File: src/sv/vss_pkg.sv
`timescale 1ns / 1ps

package vss_pkg;

  // field widths fixed by the interface
  localparam int LINE_CFG_W   = 10;
  localparam int ROW_W        = 8;
  localparam int OFFSET_OUT_W = 16;
  localparam int FRAME_W      = 16;
  localparam int TONE_W       = 25;
  localparam int PADDR_W      = 5;
  localparam int PDATA_W      = 32;
  // first_active_line + visible_rows * (row_repeat + 1) fits in 17 bits
  localparam int END_W        = 17;

  // parameter defaults
  localparam int LINE_BITS_DEF   = 10;
  localparam int OFFSET_BITS_DEF = 16;

  // register reset values
  localparam logic [LINE_CFG_W-1:0] LINES_PER_FRAME_RST   = 10'd262;
  localparam logic [LINE_CFG_W-1:0] VSYNC_END_LINE_RST    = 10'd3;
  localparam logic [LINE_CFG_W-1:0] FIRST_ACTIVE_LINE_RST = 10'd40;
  localparam logic [ROW_W-1:0]      ROW_REPEAT_RST        = 8'd1;
  localparam logic [ROW_W-1:0]      BYTES_PER_LINE_RST    = 8'd16;
  localparam logic [ROW_W-1:0]      VISIBLE_ROWS_RST      = 8'd96;
  localparam logic [LINE_CFG_W-1:0] DATA_CAPTURE_LINE_RST = 10'd0;
  localparam logic                  DATA_CAPTURE_ON_RST   = 1'b0;

  typedef enum logic [2:0] {
    REG_LINES_PER_FRAME,
    REG_VSYNC_END_LINE,
    REG_FIRST_ACTIVE_LINE,
    REG_ROW_REPEAT,
    REG_BYTES_PER_LINE,
    REG_VISIBLE_ROWS,
    REG_DATA_CAPTURE_LINE,
    REG_DATA_CAPTURE_ON
  } reg_idx_t;

  typedef enum logic [1:0] {
    ACT_TICK,
    ACT_CAPTURE,
    ACT_TONE,
    ACT_RESUME
  } action_t;

  typedef enum logic [1:0] {
    LK_NONE,
    LK_DRAW,
    LK_CAPTURE,
    LK_DATA
  } line_kind_t;

  typedef enum logic [1:0] {
    PH_VSYNC,
    PH_BLANK,
    PH_ACTIVE
  } phase_t;

  typedef enum logic [1:0] {
    CAP_IDLE,
    CAP_REQ,
    CAP_BUSY
  } capture_t;

  typedef enum logic [1:0] {
    DM_NORMAL,
    DM_CAPTURE,
    DM_OFF
  } draw_mode_t;

endpackage

File: src/sv/vss_cmd_if.sv
`timescale 1ns / 1ps

interface vss_cmd_if;
  logic                                valid;
  logic                                ready;
  vss_pkg::action_t                    action;
  logic signed [vss_pkg::TONE_W-1:0]   tone_count;

  modport source (output valid, action, tone_count, input ready);
  modport sink   (input valid, action, tone_count, output ready);
endinterface

File: src/sv/vss_res_if.sv
`timescale 1ns / 1ps

interface vss_res_if;
  logic                                 valid;
  logic                                 ready;
  logic                                 sync_vertical;
  vss_pkg::line_kind_t                  line_kind;
  logic [vss_pkg::OFFSET_OUT_W-1:0]     row_offset;
  logic [vss_pkg::LINE_CFG_W-1:0]       line_number;
  logic [vss_pkg::FRAME_W-1:0]          frame_count;
  logic                                 vblank_start;
  logic                                 tone_stop;

  modport source (output valid, sync_vertical, line_kind, row_offset, line_number,
                  frame_count, vblank_start, tone_stop, input ready);
  modport sink   (input valid, sync_vertical, line_kind, row_offset, line_number,
                  frame_count, vblank_start, tone_stop, output ready);
endinterface

File: src/sv/video_scanline_sequencer.sv
`timescale 1ns / 1ps

// channel   dir   handshake        payload
// cmd       in    valid / ready    action, tone_count
// res       out   valid / ready    sync_vertical, line_kind, row_offset, line_number,
//                                  frame_count, vblank_start, tone_stop
// apb       in    psel / penable   paddr, pwdata, pwrite -> prdata, pready (always 1)
//
// one beat per cycle sustained while res is ready; every cmd beat yields exactly one res beat
// a beat passes through the cmd input register, then the res result register
// all sequencing state updates when a beat moves from the input register to the result
// register, in a single pass of compare / add logic (one small 8x9 multiply for active end)
// a stalled res keeps its beat; cmd stays ready while the input register is free
// rst is synchronous, active high; it clears control state and loads register defaults

module video_scanline_sequencer #(
  parameter int LINE_BITS   = vss_pkg::LINE_BITS_DEF,
  parameter int OFFSET_BITS = vss_pkg::OFFSET_BITS_DEF
) (
  input  logic                          clk,
  input  logic                          rst,
  input  logic                          psel,
  input  logic                          penable,
  input  logic                          pwrite,
  input  logic [vss_pkg::PADDR_W-1:0]   paddr,
  input  logic [vss_pkg::PDATA_W-1:0]   pwdata,
  output logic [vss_pkg::PDATA_W-1:0]   prdata,
  output logic                          pready,
  vss_cmd_if.sink                       cmd,
  vss_res_if.source                     res
);

  // common compare width for the line counter against the 10-bit line registers
  localparam int CW = (LINE_BITS > vss_pkg::LINE_CFG_W) ? LINE_BITS : vss_pkg::LINE_CFG_W;

  // ---------------------------------------------------------------------------
  // configuration registers
  // ---------------------------------------------------------------------------
  logic [vss_pkg::LINE_CFG_W-1:0] lines_per_frame;
  logic [vss_pkg::LINE_CFG_W-1:0] vsync_end_line;
  logic [vss_pkg::LINE_CFG_W-1:0] first_active_line;
  logic [vss_pkg::ROW_W-1:0]      row_repeat;
  logic [vss_pkg::ROW_W-1:0]      bytes_per_line;
  logic [vss_pkg::ROW_W-1:0]      visible_rows;
  logic [vss_pkg::LINE_CFG_W-1:0] data_capture_line;
  logic                           data_capture_on;

  logic             cfg_wr;
  vss_pkg::reg_idx_t cfg_idx;

  assign pready  = 1'b1;
  assign cfg_wr  = psel && penable && pwrite;
  // registers sit on 4-byte boundaries
  assign cfg_idx = vss_pkg::reg_idx_t'(paddr[4:2]);

  always_ff @(posedge clk) begin
    if (rst) begin
      lines_per_frame   <= vss_pkg::LINES_PER_FRAME_RST;
      vsync_end_line    <= vss_pkg::VSYNC_END_LINE_RST;
      first_active_line <= vss_pkg::FIRST_ACTIVE_LINE_RST;
      row_repeat        <= vss_pkg::ROW_REPEAT_RST;
      bytes_per_line    <= vss_pkg::BYTES_PER_LINE_RST;
      visible_rows      <= vss_pkg::VISIBLE_ROWS_RST;
      data_capture_line <= vss_pkg::DATA_CAPTURE_LINE_RST;
      data_capture_on   <= vss_pkg::DATA_CAPTURE_ON_RST;
    end else if (cfg_wr) begin
      unique case (cfg_idx)
        vss_pkg::REG_LINES_PER_FRAME:   lines_per_frame   <= pwdata[vss_pkg::LINE_CFG_W-1:0];
        vss_pkg::REG_VSYNC_END_LINE:    vsync_end_line    <= pwdata[vss_pkg::LINE_CFG_W-1:0];
        vss_pkg::REG_FIRST_ACTIVE_LINE: first_active_line <= pwdata[vss_pkg::LINE_CFG_W-1:0];
        vss_pkg::REG_ROW_REPEAT:        row_repeat        <= pwdata[vss_pkg::ROW_W-1:0];
        vss_pkg::REG_BYTES_PER_LINE:    bytes_per_line    <= pwdata[vss_pkg::ROW_W-1:0];
        vss_pkg::REG_VISIBLE_ROWS:      visible_rows      <= pwdata[vss_pkg::ROW_W-1:0];
        vss_pkg::REG_DATA_CAPTURE_LINE: data_capture_line <= pwdata[vss_pkg::LINE_CFG_W-1:0];
        vss_pkg::REG_DATA_CAPTURE_ON:   data_capture_on   <= pwdata[0];
        default: ;
      endcase
    end
  end

  // read-back, zero extended
  always_comb begin
    unique case (cfg_idx)
      vss_pkg::REG_LINES_PER_FRAME:   prdata = vss_pkg::PDATA_W'(lines_per_frame);
      vss_pkg::REG_VSYNC_END_LINE:    prdata = vss_pkg::PDATA_W'(vsync_end_line);
      vss_pkg::REG_FIRST_ACTIVE_LINE: prdata = vss_pkg::PDATA_W'(first_active_line);
      vss_pkg::REG_ROW_REPEAT:        prdata = vss_pkg::PDATA_W'(row_repeat);
      vss_pkg::REG_BYTES_PER_LINE:    prdata = vss_pkg::PDATA_W'(bytes_per_line);
      vss_pkg::REG_VISIBLE_ROWS:      prdata = vss_pkg::PDATA_W'(visible_rows);
      vss_pkg::REG_DATA_CAPTURE_LINE: prdata = vss_pkg::PDATA_W'(data_capture_line);
      vss_pkg::REG_DATA_CAPTURE_ON:   prdata = vss_pkg::PDATA_W'(data_capture_on);
      default:                        prdata = '0;
    endcase
  end

  // ---------------------------------------------------------------------------
  // input register and pipeline handshake
  // ---------------------------------------------------------------------------
  logic                               in_valid;
  vss_pkg::action_t                   in_action;
  logic [vss_pkg::TONE_W-1:0]         in_tone;
  logic                               out_valid;
  logic                               adv;      // result register can take a beat
  logic                               commit;   // beat moves into the result register

  assign adv       = !out_valid || res.ready;
  assign commit    = in_valid && adv;
  assign cmd.ready = !in_valid || adv;

  always_ff @(posedge clk) begin
    if (rst) begin
      in_valid <= 1'b0;
    end else if (cmd.valid && cmd.ready) begin
      in_valid <= 1'b1;
    end else if (adv) begin
      in_valid <= 1'b0;
    end
  end

  // payload holds no reset
  always_ff @(posedge clk) begin
    if (cmd.valid && cmd.ready) begin
      in_action <= cmd.action;
      in_tone   <= cmd.tone_count;
    end
  end

  // ---------------------------------------------------------------------------
  // sequencing state
  // ---------------------------------------------------------------------------
  vss_pkg::phase_t            phase,           phase_next;
  logic [LINE_BITS-1:0]       scan_line,       scan_line_next;
  logic [vss_pkg::ROW_W-1:0]  repeat_left,     repeat_left_next;
  logic [OFFSET_BITS-1:0]     row_byte_offset, row_byte_offset_next;
  logic [vss_pkg::FRAME_W-1:0] frames_started, frames_started_next;
  vss_pkg::capture_t          capture_state,   capture_state_next;
  vss_pkg::draw_mode_t        draw_mode,       draw_mode_next;
  logic [vss_pkg::TONE_W-1:0] tone_left,       tone_left_next;
  logic                       vertical_pulse,  vertical_pulse_next;

  // shared decode of the current beat
  logic                     is_tick;
  logic [CW-1:0]            scan_ext;
  logic [LINE_BITS-1:0]     scan_inc;
  logic [vss_pkg::ROW_W:0]  rep_plus1;
  logic [vss_pkg::END_W-1:0] active_end;
  logic                     frame_start;   // vsync phase, counter at or past the last line
  logic                     vsync_done;    // vsync phase reaches its end line
  logic                     arm_active;    // blanking reaches the first active line
  logic                     blank_end;     // blanking reaches the last line
  logic                     data_hit;      // blanking line chosen for data capture
  logic                     active_last;   // last line of the active picture
  logic                     row_step;      // row repeats used up, step the offset

  assign is_tick   = (in_action == vss_pkg::ACT_TICK);
  assign scan_ext  = CW'(scan_line);
  assign scan_inc  = scan_line + 1'b1;
  assign rep_plus1 = {1'b0, row_repeat} + 1'b1;
  // end line is computed unwrapped, so a value past the counter range is never met
  assign active_end = vss_pkg::END_W'(first_active_line)
                    + vss_pkg::END_W'(visible_rows) * vss_pkg::END_W'(rep_plus1);

  assign frame_start = is_tick && (phase != vss_pkg::PH_BLANK) && (phase != vss_pkg::PH_ACTIVE)
                       && (scan_ext >= CW'(lines_per_frame));
  assign vsync_done  = is_tick && (phase != vss_pkg::PH_BLANK) && (phase != vss_pkg::PH_ACTIVE)
                       && !frame_start && (scan_ext == CW'(vsync_end_line));
  assign arm_active  = is_tick && (phase == vss_pkg::PH_BLANK)
                       && (scan_ext == CW'(first_active_line));
  assign blank_end   = is_tick && (phase == vss_pkg::PH_BLANK) && !arm_active
                       && (scan_ext == CW'(lines_per_frame));
  assign data_hit    = is_tick && (phase == vss_pkg::PH_BLANK) && data_capture_on
                       && (scan_ext == CW'(data_capture_line));
  assign active_last = (vss_pkg::END_W'(scan_line) + 1'b1) == active_end;
  assign row_step    = (repeat_left == '0);

  // next state
  always_comb begin : next_state
    phase_next           = phase;
    scan_line_next       = scan_line;
    repeat_left_next     = repeat_left;
    row_byte_offset_next = row_byte_offset;
    frames_started_next  = frames_started;
    capture_state_next   = capture_state;
    draw_mode_next       = draw_mode;
    tone_left_next       = tone_left;
    vertical_pulse_next  = vertical_pulse;

    unique case (in_action)
      vss_pkg::ACT_CAPTURE: capture_state_next = vss_pkg::CAP_REQ;
      vss_pkg::ACT_TONE:    tone_left_next     = in_tone;
      vss_pkg::ACT_RESUME:  draw_mode_next     = vss_pkg::DM_NORMAL;
      vss_pkg::ACT_TICK: begin
        scan_line_next = scan_inc;
        unique case (phase)
          vss_pkg::PH_ACTIVE: begin
            if (row_step) begin
              repeat_left_next     = row_repeat;
              row_byte_offset_next = row_byte_offset + OFFSET_BITS'(bytes_per_line);
            end else begin
              repeat_left_next = repeat_left - 1'b1;
            end
            if (active_last) begin
              phase_next = vss_pkg::PH_BLANK;
            end
          end
          vss_pkg::PH_BLANK: begin
            if (arm_active) begin
              row_byte_offset_next = '0;
              repeat_left_next     = row_repeat;
              phase_next           = vss_pkg::PH_ACTIVE;
              // one-frame capture: requested -> capturing -> drawing off
              if (capture_state == vss_pkg::CAP_REQ) begin
                capture_state_next = vss_pkg::CAP_BUSY;
                draw_mode_next     = vss_pkg::DM_CAPTURE;
              end else if (capture_state == vss_pkg::CAP_BUSY) begin
                capture_state_next = vss_pkg::CAP_IDLE;
                draw_mode_next     = vss_pkg::DM_OFF;
              end
            end else if (blank_end) begin
              phase_next = vss_pkg::PH_VSYNC;
            end
            // data capture line wins over a capture arming on the same line
            if (data_hit) begin
              draw_mode_next = vss_pkg::DM_NORMAL;
            end
          end
          default: begin
            if (frame_start) begin
              vertical_pulse_next = 1'b1;
              scan_line_next      = LINE_BITS'(1);
              frames_started_next = frames_started + 1'b1;
              // negative tone count is endless, zero just reports a stop
              if (tone_left != '0 && !tone_left[vss_pkg::TONE_W-1]) begin
                tone_left_next = tone_left - 1'b1;
              end
            end else if (vsync_done) begin
              vertical_pulse_next = 1'b0;
              phase_next          = vss_pkg::PH_BLANK;
            end
          end
        endcase
      end
      default: ;
    endcase
  end

  // result fields of the current beat
  logic                           o_sync_vertical;
  vss_pkg::line_kind_t            o_line_kind;
  logic [vss_pkg::OFFSET_OUT_W-1:0] o_row_offset;
  logic [vss_pkg::LINE_CFG_W-1:0] o_line_number;
  logic                           o_vblank_start;
  logic                           o_tone_stop;

  always_comb begin : outputs
    o_sync_vertical = vertical_pulse_next;
    o_line_kind     = vss_pkg::LK_NONE;
    o_row_offset    = '0;
    o_line_number   = frame_start ? '0 : vss_pkg::LINE_CFG_W'(scan_line);
    o_vblank_start  = blank_end;
    o_tone_stop     = frame_start && (tone_left == '0);
    if (is_tick && phase == vss_pkg::PH_ACTIVE) begin
      o_row_offset = vss_pkg::OFFSET_OUT_W'(row_byte_offset);
      unique case (draw_mode)
        vss_pkg::DM_NORMAL:  o_line_kind = vss_pkg::LK_DRAW;
        vss_pkg::DM_CAPTURE: o_line_kind = vss_pkg::LK_CAPTURE;
        default:             o_line_kind = vss_pkg::LK_NONE;
      endcase
    end else if (data_hit) begin
      o_line_kind = vss_pkg::LK_DATA;
    end
  end

  always_ff @(posedge clk) begin
    if (rst) begin
      phase          <= vss_pkg::PH_VSYNC;
      scan_line      <= '1;   // forces a frame start on the first tick
      repeat_left    <= '0;
      row_byte_offset <= '0;
      frames_started <= '0;
      capture_state  <= vss_pkg::CAP_IDLE;
      draw_mode      <= vss_pkg::DM_NORMAL;
      tone_left      <= '0;
      vertical_pulse <= 1'b0;
    end else if (commit) begin
      phase          <= phase_next;
      scan_line      <= scan_line_next;
      repeat_left    <= repeat_left_next;
      row_byte_offset <= row_byte_offset_next;
      frames_started <= frames_started_next;
      capture_state  <= capture_state_next;
      draw_mode      <= draw_mode_next;
      tone_left      <= tone_left_next;
      vertical_pulse <= vertical_pulse_next;
    end
  end

  // ---------------------------------------------------------------------------
  // result register
  // ---------------------------------------------------------------------------
  always_ff @(posedge clk) begin
    if (rst) begin
      out_valid <= 1'b0;
    end else if (adv) begin
      out_valid <= in_valid;
    end
  end

  always_ff @(posedge clk) begin
    if (commit) begin
      res.sync_vertical <= o_sync_vertical;
      res.line_kind     <= o_line_kind;
      res.row_offset    <= o_row_offset;
      res.line_number   <= o_line_number;
      res.frame_count   <= frames_started_next;
      res.vblank_start  <= o_vblank_start;
      res.tone_stop     <= o_tone_stop;
    end
  end

  assign res.valid = out_valid;

  // ---------------------------------------------------------------------------
  // checks
  // ---------------------------------------------------------------------------
  // vertical pulse only lives in the vsync phase
  a_pulse_in_vsync: assert property (@(posedge clk) disable iff (rst)
    (phase != vss_pkg::PH_VSYNC) |-> !vertical_pulse)
    else $error("vertical pulse set outside vsync phase");

  // a tone stop is only reported on a frame start beat
  a_tone_stop_frame: assert property (@(posedge clk) disable iff (rst)
    (res.valid && res.tone_stop) |-> (res.line_number == '0 && res.sync_vertical))
    else $error("tone stop outside frame start");

  // a frame count change is presented right away as a frame start beat
  a_frame_beat: assert property (@(posedge clk) disable iff (rst)
    (!$past(rst) && frames_started != $past(frames_started))
      |-> (res.valid && res.line_number == '0 && res.frame_count == frames_started))
    else $error("frame count moved without a frame start beat");

  // a beat waiting in the input register is not dropped while the result stalls
  a_hold_input: assert property (@(posedge clk) disable iff (rst)
    (in_valid && !adv) |=> in_valid)
    else $error("input beat lost during stall");

endmodule

File: src/flat_wrapper.sv
// flat-port wrapper written by rule: the top's interface ports become plain ports
module video_scanline_sequencer_flat 
#(
  parameter int LINE_BITS   = vss_pkg::LINE_BITS_DEF,
  parameter int OFFSET_BITS = vss_pkg::OFFSET_BITS_DEF
)
  (clk, rst, psel, penable, pwrite, paddr, pwdata, prdata, pready, cmd_valid, cmd_action, cmd_tone_count, cmd_ready, res_valid, res_sync_vertical, res_line_kind, res_row_offset, res_line_number, res_frame_count, res_vblank_start, res_tone_stop, res_ready);
  vss_cmd_if cmd_i ();
  vss_res_if res_i ();
  input  logic clk;
  input  logic rst;
  input  logic psel;
  input  logic penable;
  input  logic pwrite;
  input  logic [vss_pkg::PADDR_W-1:0] paddr;
  input  logic [vss_pkg::PDATA_W-1:0] pwdata;
  output logic [vss_pkg::PDATA_W-1:0] prdata;
  output logic pready;
  input wire logic [$bits(cmd_i.valid)-1:0] cmd_valid;
  input wire logic [$bits(cmd_i.action)-1:0] cmd_action;
  input wire logic [$bits(cmd_i.tone_count)-1:0] cmd_tone_count;
  output wire logic [$bits(cmd_i.ready)-1:0] cmd_ready;
  output wire logic [$bits(res_i.valid)-1:0] res_valid;
  output wire logic [$bits(res_i.sync_vertical)-1:0] res_sync_vertical;
  output wire logic [$bits(res_i.line_kind)-1:0] res_line_kind;
  output wire logic [$bits(res_i.row_offset)-1:0] res_row_offset;
  output wire logic [$bits(res_i.line_number)-1:0] res_line_number;
  output wire logic [$bits(res_i.frame_count)-1:0] res_frame_count;
  output wire logic [$bits(res_i.vblank_start)-1:0] res_vblank_start;
  output wire logic [$bits(res_i.tone_stop)-1:0] res_tone_stop;
  input wire logic [$bits(res_i.ready)-1:0] res_ready;
  assign cmd_i.valid = cmd_valid;
  assign cmd_i.action = cmd_action;
  assign cmd_i.tone_count = cmd_tone_count;
  assign cmd_ready = cmd_i.ready;
  assign res_valid = res_i.valid;
  assign res_sync_vertical = res_i.sync_vertical;
  assign res_line_kind = res_i.line_kind;
  assign res_row_offset = res_i.row_offset;
  assign res_line_number = res_i.line_number;
  assign res_frame_count = res_i.frame_count;
  assign res_vblank_start = res_i.vblank_start;
  assign res_tone_stop = res_i.tone_stop;
  assign res_i.ready = res_ready;
  video_scanline_sequencer #(.LINE_BITS(LINE_BITS), .OFFSET_BITS(OFFSET_BITS)) u_core (.clk(clk), .rst(rst), .psel(psel), .penable(penable), .pwrite(pwrite), .paddr(paddr), .pwdata(pwdata), .prdata(prdata), .pready(pready), .cmd(cmd_i), .res(res_i));
endmodule
File: config.mk
export PLATFORM = sky130hd
export DESIGN_NAME = video_scanline_sequencer_flat
export DESIGN_NICKNAME = d
export VERILOG_FILES = /design/src/sv/vss_pkg.sv /design/src/sv/vss_cmd_if.sv /design/src/sv/vss_res_if.sv /design/src/sv/video_scanline_sequencer.sv /design/src/flat_wrapper.sv
export SDC_FILE = /design/constraint.sdc
export NUM_CORES = 1
export LEC_CHECK = 0
export ABC_AREA = 1
export BUFFER_PORTS_ARGS = -buffer_cell sky130_fd_sc_hd__buf_2
export CORE_ASPECT_RATIO = 0.6
export CORE_UTILIZATION = 40
export CTS_BUF_LIST = sky130_fd_sc_hd__clkbuf_8
export CTS_CLUSTER_SIZE = 30
export DETAILED_ROUTE_END_ITERATION = 16
export PLACE_DENSITY = 0.57
export REMOVE_ABC_BUFFERS = 1
export SKIP_LAST_GASP = 1
export SLEW_MARGIN = 30
export SYNTH_ARGS = -nofsm -noshare
export SYNTH_HDL_FRONTEND = slang
export SYNTH_SLANG_ARGS = --single-unit
export TNS_END_PERCENT = 50
File: constraint.sdc
create_clock -name clk -period 9.55 [get_ports clk]
set_clock_uncertainty 0.2 [all_clocks]
set_input_delay 1.91 -clock clk [delete_from_list [all_inputs] [get_ports clk]]
set_output_delay 1.91 -clock clk [all_outputs]
set_load 0.01 [all_outputs]
==> run_results.csv, run 1 <==
group,metric,value,unit
pwr,p_clk_share,38.1,%
clocking,cts_tree,"built",
floorplanning,core,0.0355,mm^2
logic_synthesis,synth-main-ff-cell,"dfxtp_1",
timing,tns,0,ns
timing,slew_headroom,39.0,%
setup_path,criticalPathCategory,"reg -> reg",
placement,dp_worst_setup_slack,3.29,ns
placement,place.gp.congestion,0.977,
logic_synthesis,syn_area,0.0147,mm^2
setup_path,path_buf_inv,4,
timing,worst_slew_pin_slew,0.912,ns
floorplanning,fp.dieArea,0.0374,mm^2
global_route,gr-total-overflow,0,
drt,dr.pass1.iters,7,
timing,final_hold_viol_count,0,
layout,fin_nets,2243,
drt,ant_nets,0,
layout,layout.cells.non_filler,2544,
placement,hpwl,33500,um
outcome,status,"completed",
timing,fin_ws,3.18,ns
clocking,root_buffer,"clkbuf_8",
pwr,seq_power_share,48.1,%
global_route,grt_pass1_wl,67400,um
hold_path,hp-class,"reg -> reg",
logic_synthesis,ys_ff_latch,223,
clocking,cts.path.max_buffers,3,
pwr,power_frac_comb,13.8,%
run,cap_violations,0,
clocking,cts_resized,0,
global_route,grt_max_degree,83,
floorplanning,io_pins,153,
placement,numPlacedInstances,2480,
logic_synthesis,syn_inst,1955,
pwr,ir_worst_vdd,0.0688,mV
global_route,antenna_found_initial,0,
layout,multi_input_area,0.00792,mm^2
logic_synthesis,synth-edff-count,74,
layout,post_route_cells_drive_above_1_share,11.6,%
logic_synthesis,ys_seq_area_share,35.5,%
global_route,grt_pass1_vias,11900,
floorplanning,rows,53,
timing,grt_setup_unrepaired,"false",
pwr,power_density,134,mW/mm^2
floorplanning,die_w,249,um
logic_synthesis,async_reset_ff_share,0,%
pwr,switching_share,29.2,%
pwr,total_leakage_power,7.31,nW
pwr,intPower,0.00153,W
logic_synthesis,yosys_warnings,0,
drt,drc,0,
clocking,htree_levels,2,
placement,io_buffers,105,
timing,fin_crit_sh,66.7,%
timing,max_freq,157,MHz
drt,drtIter0Drc,1165,
setup_path,crit_family,"adder cells",
setup_path,cp_max_fo,8,
drt,wire_per_inst,17.0,um
setup_path,slowest_delay,0.58,ns
setup_path,crit_path_end_kind,"flop",
pwr,power.switching,0.000633,W
drt,num_vias,13200,
drt,wirelength,43200,um
setup_path,arrival,6.61,ns
clocking,clk_pin_slew_worst_paths,0.07,ns
logic_synthesis,syn_area_per_cell,7.50,um^2
drt,vias_per_cell,5.19,
clocking,clkLatencyLatePin,0.56,ns
clocking,post_cts_buffers,0,
layout,num-fill-cells,3624,
layout,seq_area,0.00520,mm^2
layout,final_core_util,45.4,%
layout,area_growth,10.2,%
timing,drv_slew,0,
global_route,grt_usage,23.1,%
timing,finalSetupViolations,0,
setup_path,slowest_stage,"dfxtp_1",
clocking,holdBufCountCts,0,
setup_path,cp.required,9.79,ns
layout,antenna_cells,0,
timing,period_needed,6.37,ns
clocking,cts_made_buffers,36,
setup_path,cp-start-kind,"flop",
floorplanning,die_y,150,um
floorplanning,start_util,41.2,%
clocking,clock-sinks,223,
logic_synthesis,ys_types,58,
[cell type report]
cell class | instances | area share [%]
Multi-Input combinational cell | 1370 | 49.0
Sequential cell | 223 | 32.2
Inverter | 305 | 7.13
Clock buffer | 45 | 3.83
Timing Repair Buffer | 115 | 3.72
Tap cell | 467 | 3.62
Clock inverter | 19 | 0.473
[metrics by stage]
step           hold WS [ns]  area, um^2  total power (W)
2_1_floorplan         0.233       14300          0.00125
3_3_place_gp          0.250       15500          0.00135
3_5_place_dp          0.257       15500          0.00136
4_1_cts               0.267       16200          0.00218
5_1_grt               0.279       16200          0.00228
6_report              0.266       16200          0.00217
[cells in the mapped netlist (2+ instances only)]
| library cell | instances | area (um^2) |
|---|---|---|
| nor3b_1 | 2 | 15.0 |
| conb_1 | 2 | 7.51 |
| nor4_1 | 7 | 43.8 |
| o21ai_1 | 23 | 115 |
| inv_1 | 284 | 1070 |
| a21o_1 | 2 | 15.0 |
| nor2_1 | 259 | 972 |
| or2_2 | 7 | 43.8 |
| nor3_1 | 23 | 115 |
| o21bai_1 | 2 | 15.0 |
| nor2_2 | 12 | 75.1 |
| clkbuf_1 | 30 | 113 |
| o31ai_1 | 7 | 52.6 |
| ha_1 | 68 | 851 |
| a21oi_2 | 12 | 105 |
| buf_4 | 26 | 195 |
| nand2_1 | 397 | 1490 |
| a22oi_1 | 2 | 15.0 |
| edfxtp_1 | 74 | 2220 |
| xnor2_1 | 9 | 78.8 |
| a31oi_1 | 8 | 50.1 |
| clkinv_1 | 5 | 18.8 |
| o221ai_1 | 4 | 35.0 |
| dfxtp_1 | 149 | 2980 |
| o2111ai_1 | 2 | 17.5 |
| fa_1 | 53 | 1060 |
| buf_1 | 2 | 7.51 |
| nor2_4 | 2 | 22.5 |
| nand2_2 | 5 | 31.3 |
| buf_2 | 13 | 65.1 |
| a221oi_1 | 13 | 114 |
| buf_6 | 5 | 56.3 |
| nand3b_1 | 4 | 30.0 |
| nand3_1 | 89 | 445 |
| inv_2 | 14 | 52.6 |
| o211ai_1 | 16 | 120 |
| o21ai_0 | 115 | 576 |
| nand4_1 | 26 | 163 |
| o21ai_2 | 2 | 17.5 |
| xor2_1 | 35 | 307 |
| a21oi_1 | 115 | 576 |
| nor3_2 | 9 | 90.1 |
| o22ai_1 | 6 | 37.5 |
[routing by layer]
layer	global-route usage, %	up-vias	share of wire, %
met4	3.95	0	1.0
met5	0	-	0
met2	30.4	480	37
li1	-	6485	-
met1	37.5	6185	52
met3	5.00	43	9.1
[power groups by stage]
stage	clock, W	sequential, W	combinational, W
after floorplan	0	0.00106	0.000193
after global placement	0	0.00106	0.000291
after detailed placement	0	0.00106	0.000296
after CTS	0.000843	0.00104	0.000298
after global routing	0.000891	0.00105	0.000339
final	0.000825	0.00104	0.000300
[state kept, by name (all words and copies together) (netlist names), 2 cells and up]
name,count
u_core.capture_state,2
u_core.in_action,2
u_core.visible_rows,8
u_core.data_capture_line,10
u_core.tone_left,25
u_core.vsync_end_line,10
u_core.row_repeat,8
u_core.res.line_number,10
u_core.res.frame_count,16
u_core.in_tone,25
u_core.scan_ext,10
u_core.repeat_left,8
u_core.phase,2
u_core.row_byte_offset,16
u_core.res.row_offset,16
u_core.res.line_kind,2
u_core.bytes_per_line,8
u_core.draw_mode,2
u_core.lines_per_frame,10
u_core.frames_started,16
u_core.first_active_line,10
[cells by family after synthesis]
group / Yosys count / synth area share, %
AO/OA/AOI/OAI: 334 / 13.1
XOR/XNOR: 45 / 2.74
adder cells (fa/ha/maj): 121 / 13.0
buffers and inverters: 383 / 11.0
flip-flops: 223 / 35.5
other: 2 / 0.0512
AND/OR/NAND/NOR: 847 / 24.5
[cells in the final DEF (no fill, tap or decap), types with 4 or more instances in the layout]
| cell type | n |
|---|---|
| a21oi_1 | 115 |
| a21oi_2 | 12 |
| a221oi_1 | 13 |
| a31oi_1 | 8 |
| buf_2 | 105 |
| buf_4 | 10 |
| clkbuf_8 | 45 |
| clkinv_1 | 6 |
| clkinv_2 | 5 |
| conb_1 | 23 |
| dfxtp_1 | 149 |
| edfxtp_1 | 74 |
| fa_1 | 53 |
| ha_1 | 68 |
| inv_1 | 295 |
| inv_2 | 17 |
| nand2_1 | 397 |
| nand2_2 | 5 |
| nand3_1 | 89 |
| nand3b_1 | 4 |
| nand4_1 | 26 |
| nor2_1 | 259 |
| nor2_2 | 12 |
| nor3_1 | 23 |
| nor3_2 | 9 |
| nor4_1 | 7 |
| o211ai_1 | 16 |
| o21ai_0 | 115 |
| o21ai_1 | 23 |
| o221ai_1 | 4 |
| o22ai_1 | 6 |
| o31ai_1 | 7 |
| or2_2 | 7 |
| xnor2_1 | 9 |
| xor2_1 | 35 |
[tightest hold or removal path, stage by stage (launching register included)]
cell and delay (ns):
dfxtp_1 0.31, nand2_1 0.06, a21oi_1 0.06
[path summary, 6_finish.rpt]
check | from | to | slack [ns] | depth (start not counted)
setup reg to reg | u_core.row_repeat[0] | u_core.phase[0] | 3.18 | 25
setup / recovery | u_core.row_repeat[0] | u_core.phase[0] | 3.18 | 25
hold reg to reg | u_core.draw_mode[1] | u_core.draw_mode[1] | 0.27 | 2
hold / removal | u_core.draw_mode[1] | u_core.draw_mode[1] | 0.27 | 2
(Power assumes the default switching activity.)
==> inputs of run 2 (changes only) <==
Settings changed: PLACE_DENSITY 0.57 to 0.59.
Clock period 9.55 ns to 5.84 ns, I/O delays scaled along.
==> run 2 against run 1 <==
Compared with the run above: highest routed layer unchanged; critical path type unchanged; worst setup slack worse by 2.9 ns; via count is 1.3% higher; clock power grew 67%; critical endpoint unchanged.
==> run_results.csv, run 2 (synthesis gave the netlist of run 1 again) <==
group,metric,value,unit
outcome,status,"completed",
drt,num_vias,13400,
pwr,power.switching,0.00108,W
layout,antenna_cells,0,
layout,area_growth,12.3,%
layout,fin_nets,2265,
drt,drc,0,
setup_path,rrSetupSlack,0.30,ns
clocking,htree_levels,2,
clocking,cts.path.max_buffers,3,
global_route,gr-total-overflow,0,
run,cap_violations,0,
timing,slew_headroom,48.9,%
setup_path,r2r_start,"u_core.row_repeat[1]",
clocking,clk_pin_slew_worst_paths,0.07,ns
setup_path,slowest_delay,0.55,ns
global_route,top_usage_layer,"met1",
setup_path,path_buf_inv,4,
timing,final_hold_viol_count,0,
global_route,grtUsageMet3,6.31,%
pwr,power_frac_comb,14.0,%
floorplanning,die_y,150,um
hold_path,min_from,"u_core.draw_mode[1]",
layout,largestRegisters,"u_core.in_tone (25), u_core.tone_left (25)",
floorplanning,die_w,249,um
drt,drtIter0Drc,1341,
global_route,grt_pass1_wl,67600,um
setup_path,crit_path_end_kind,"flop",
timing,period_needed,5.54,ns
pwr,intPower,0.00252,W
setup_path,cp.required,6.09,ns
setup_path,r2r_end,"u_core.phase[0]",
setup_path,criticalPathCategory,"reg -> reg",
global_route,grt_pass1_vias,11900,
pwr,finalPower,0.00359,W
hold_path,hold_path_end,"u_core.draw_mode[1]",
clocking,clock-sinks,223,
global_route,antenna_found_initial,0,
floorplanning,fp.dieArea,0.0374,mm^2
setup_path,arrival,5.80,ns
pwr,p_clk_share,38.5,%
setup_path,cp_max_fo,5,
timing,worst_slew_pin_slew,0.765,ns
pwr,seq_power_share,47.5,%
placement,io_buffers,105,
drt,dr.pass1.iters,6,
global_route,grt_max_degree,79,
hold_path,hp-class,"reg -> reg",
layout,post_route_cells_drive_above_1_share,13.8,%
global_route,grt_usage,23.4,%
floorplanning,rows,53,
setup_path,cp-start-kind,"flop",
timing,finalSetupViolations,0,
floorplanning,io_pins,153,
pwr,total_leakage_power,7.42,nW
global_route,gr-usage-met2,30.5,%
setup_path,cp_common_cell,"nand2_1",
clocking,holdBufCountCts,0,
drt,wire_per_inst,17.2,um
drt,ant_nets,0,
pwr,switching_share,29.9,%
pwr,ir_worst_vdd,0.120,mV
clocking,root_buffer,"clkbuf_8",
timing,drv_slew,0,
timing,max_freq,180,MHz
hold_path,worstHoldPathCells,2,
setup_path,crit_family,"adder cells",
clocking,clkLatencyLatePin,0.58,ns
layout,num-fill-cells,3587,
placement,hpwl,34000,um
floorplanning,start_util,41.2,%
clocking,cts_tree,"built",
layout,mostFrequentLayoutCell,"nand2_1",
clocking,cts_made_buffers,37,
placement,place.gp.congestion,0.932,
setup_path,worst_r2r_path_depth,27,
layout,final_core_util,46.3,%
global_route,grt_util_met1,37.0,%
drt,vias_per_cell,5.21,
pwr,power_density,218,mW/mm^2
setup_path,slowest_stage,"fa_1",
layout,final_cell_mix,"nand2_1, inv_1, nor2_1, dfxtp_1, o21ai_0",
floorplanning,core,0.0355,mm^2
drt,wirelength,44100,um
timing,fin_crit_sh,94.9,%
-- run 2: worst register-to-register path, delay by kind of cell (launching register included) --
kind	cells	cell delay, ns
AND/OR/NAND/NOR	16	1.78
XOR/XNOR	1	0.13
AO/OA/AOI/OAI	1	0.20
buffers and inverters	4	0.33
adder cells (fa/ha/maj)	5	2.40
flip-flops	1	0.37
-- run 2: power by group through the flow --
stage                     Sequential (W)  Clock (W)  Combinational (W)
after global placement           0.00174          0           0.000477
after floorplan                  0.00173          0           0.000316
after CTS                        0.00170    0.00141           0.000493
after detailed placement         0.00174          0           0.000490
final                            0.00171    0.00138           0.000505
after global routing             0.00171    0.00148           0.000566
-- run 2: stage by stage --
step | hold WS (ns) | TNS, ns | setup WS, ns | std cells | instance area [um^2]
floorplan | 0.233 | 0 | 0.616 | 1898 | 14300
global placement | 0.251 | 0 | 0.0666 | 2498 | 15600
detailed placement | 0.264 | 0 | 0.0514 | 2500 | 15600
CTS | 0.272 | 0 | 0.0259 | 2567 | 16400
global route | 0.296 | -0.0277 | -0.0277 | 2568 | 16500
finish | 0.270 | 0 | 0.297 | 2568 | 16500
-- run 2: how the worst max path moves through the flow --
stage | from | end | slack, ns | cells after the start
2_1_floorplan | u_core.row_repeat[0] | u_core.phase[0] | 0.62 | 25
3_3_place_gp | u_core.row_repeat[1] | u_core.phase[0] | 0.07 | 25
3_5_place_dp | u_core.row_repeat[0] | u_core.phase[0] | 0.05 | 25
4_1_cts | u_core.row_repeat[1] | u_core.phase[0] | 0.03 | 25
5_1_grt | u_core.row_repeat[1] | u_core.phase[0] | -0.03 | 29
6_report | u_core.row_repeat[1] | u_core.phase[0] | 0.30 | 27
-- run 2: area by class of cell --
class | count | area (um^2) | area share, %
Clock inverter | 23 | 113 | 0.684
Sequential cell | 223 | 5210 | 31.6
Timing Repair Buffer | 136 | 788 | 4.79
Inverter | 305 | 1150 | 6.99
Clock buffer | 44 | 606 | 3.68
Multi-Input combinational cell | 1370 | 8010 | 48.7
Tap cell | 467 | 584 | 3.55
-- run 2: metal layers --
layer	routed length, um	vias up
met5	0	-
li1	-	6532
met3	4620	51
met2	16600	546
met4	591	0
met1	22300	6241
-- run 2: timing repair --
action / CTS / global route
gates resized for setup: 0 / 26
endpoints found under the setup margin: 0 / 2
endpoints found under the hold margin: 0 / 0
setup buffers: 0 / 1
==> inputs of run 3 (changes only) <==
Settings changed: BUFFER_PORTS_ARGS -buffer_cell sky130_fd_sc_hd__buf_2 to default, CORE_UTILIZATION 40 to 45, DONT_BUFFER_PORTS from default to 1, PLACE_DENSITY 0.59 to 0.61.
==> run 3 against run 2 <==
Compared with the run above: sequential power about the same; combinational power down 12%; final area fell by 3.7%; register-to-register slack about the same; critical path depth is the same; die area decreased by 11%; largest power group unchanged; final cell count down 6.3%; worst setup slack worse by 0.0046 ns; clock-buffer cell count down 6; non-clock buffer count shrank 105; flip-flop and latch count is the same.
==> run_results.csv, run 3 (synthesis gave the netlist of run 1 again) <==
group,metric,value,unit
global_route,grt_util_met1,40.3,%
global_route,grt_usage,25.5,%
drt,num_vias,12900,
setup_path,cp_max_fo,4,
pwr,power.switching,0.000999,W
layout,fin_nets,2157,
floorplanning,start_util,46.4,%
layout,final_core_util,50.1,%
global_route,grt_pass1_wl,66200,um
hold_path,min_from,"u_core.row_byte_offset[13]",
global_route,gr-total-overflow,0,
setup_path,worst_r2r_path_depth,27,
floorplanning,rows,50,
timing,hold_ws,0.256,ns
floorplanning,io_pins,153,
setup_path,criticalPathCategory,"reg -> reg",
timing,final_hold_viol_count,0,
clocking,clkLatencyLatePin,0.53,ns
timing,drv_slew,0,
drt,wirelength,42800,um
layout,antenna_cells,0,
run,cap_violations,0,
hold_path,hp-class,"reg -> reg",
setup_path,crit_start,"u_core.row_repeat[0]",
timing,period_needed,5.55,ns
drt,drc,0,
global_route,antenna_found_initial,1,
clocking,clk_pin_slew_worst_paths,0.07,ns
timing,finalSetupViolations,0,
placement,place.gp.congestion,1.03,
hold_path,hold_path_end,"u_core.row_byte_offset[13]",
drt,vias_per_cell,5.35,
setup_path,crit_path_end_kind,"flop",
clocking,holdBufCountCts,0,
placement,dp_worst_setup_slack,-0.0381,ns
layout,final_cell_mix,"nand2_1, inv_1, nor2_1, dfxtp_1, o21ai_0",
layout,largestRegisters,"u_core.in_tone (25), u_core.tone_left (25)",
global_route,gr-usage-met2,33.2,%
pwr,switching_share,28.6,%
floorplanning,die_w,235,um
drt,wire_per_inst,17.8,um
outcome,status,"completed",
setup_path,rrSetupSlack,0.29,ns
drt,drtIter0Drc,1398,
timing,worst_slew_pin_slew,0.903,ns
drt,dr.pass1.iters,6,
pwr,seq_power_share,49.2,%
layout,mostFrequentLayoutCell,"nand2_1",
timing,max_freq,180,MHz
global_route,grt_max_degree,48,
global_route,grt_pass1_vias,11800,
hold_path,worstHoldPathCells,2,
pwr,ir_worst_vdd,0.155,mV
floorplanning,die_y,142,um
pwr,power_density,220,mW/mm^2
global_route,grtUsageMet3,8.56,%
clocking,cts_made_buffers,34,
drt,ant_nets,0,
timing,slew_headroom,39.5,%
timing,tns,0,ns
layout,area_growth,8.10,%
pwr,power_frac_comb,12.7,%
placement,hpwl,33200,um
setup_path,cp.required,6.05,ns
clocking,htree_levels,2,
timing,fin_ws,0.292,ns
clocking,cts.path.max_buffers,3,
pwr,intPower,0.00249,W
timing,fin_crit_sh,95.0,%
clocking,cts_tree,"built",
placement,io_buffers,0,
global_route,top_usage_layer,"met1",
setup_path,arrival,5.76,ns
setup_path,r2r_end,"u_core.phase[1]",
layout,post_route_cells_drive_above_1_share,9.05,%
clocking,clock-sinks,223,
setup_path,cp-start-kind,"flop",
floorplanning,fp.dieArea,0.0333,mm^2
clocking,root_buffer,"clkbuf_8",
setup_path,r2r_start,"u_core.row_repeat[0]",
pwr,p_clk_share,38.1,%
floorplanning,core,0.0316,mm^2
pwr,total_leakage_power,6.95,nW
## run 3: layer usage
| layer | up-vias | routed length (um) |
|---|---|---|
| met3 | 45 | 4770 |
| met2 | 505 | 15800 |
| met1 | 6013 | 21700 |
| met4 | 2 | 440 |
| li1 | 6310 | - |
| met5 | - | 13 |
## run 3: power by group through the flow
stage                     clock, W  combinational, W  sequential (W)
after floorplan                  0          0.000316         0.00173
after global placement           0          0.000418         0.00175
after detailed placement         0          0.000426         0.00175
after CTS                  0.00135          0.000429         0.00172
after global routing       0.00142          0.000504         0.00172
final                      0.00133          0.000444         0.00172
## run 3: area by class of cell
| cell class | instances | area [um^2] |
|---|---|---|
| Fill cell | 3078 | 15800 |
| Multi-Input combinational cell | 1370 | 8060 |
| Sequential cell | 223 | 5210 |
| Inverter | 305 | 1150 |
| Clock buffer | 38 | 523 |
| Tap cell | 416 | 520 |
| Timing Repair Buffer | 31 | 233 |
| Clock inverter | 23 | 146 |
## run 3: how the worst max path moves through the flow
stage	end	cells after the start	slack (ns)
3_3_place_gp	u_core.phase[0]	25	0.04
2_1_floorplan	u_core.phase[0]	25	0.62
3_5_place_dp	u_core.phase[1]	25	-0.04
6_report	u_core.phase[1]	27	0.29
5_1_grt	u_core.phase[1]	29	-0.03
4_1_cts	u_core.phase[1]	24	0.01
## run 3: stage by stage
step	area, um^2	power [W]	instances
floorplan	14300	0.00205	1898
global placement	15000	0.00217	2344
detailed placement	15000	0.00218	2344
CTS	15700	0.00349	2406
global route	15800	0.00365	2406
finish	15800	0.00349	2406
## run 3: worst max-delay path: stages, from the launching register on
cell	delay (ns)
dfxtp_4	0.37
inv_2	0.05
nor3_4	0.20
nand4_1	0.18
nor2_2	0.19
xor2_2	0.25
buf_4	0.17
nor2_1	0.05
fa_1	0.49
inv_1	0.05
fa_1	0.52
fa_1	0.45
fa_1	0.56
inv_1	0.07
ha_4	0.30
nand2_1	0.07
nand2_2	0.11
nand2_1	0.07
nand2_1	0.06
nand2_1	0.05
nand3_1	0.14
o21ai_0	0.11
nor2_1	0.15
nand3_2	0.12
o21bai_4	0.23
nand3_1	0.11
nand2_1	0.07
nor2_1	0.04
## run 3: what timing repair did
item	in CTS	in global routing
pin swaps	1	7
endpoints found under the setup margin	2	2
gates resized for setup	1	36
buffers inserted	1	0
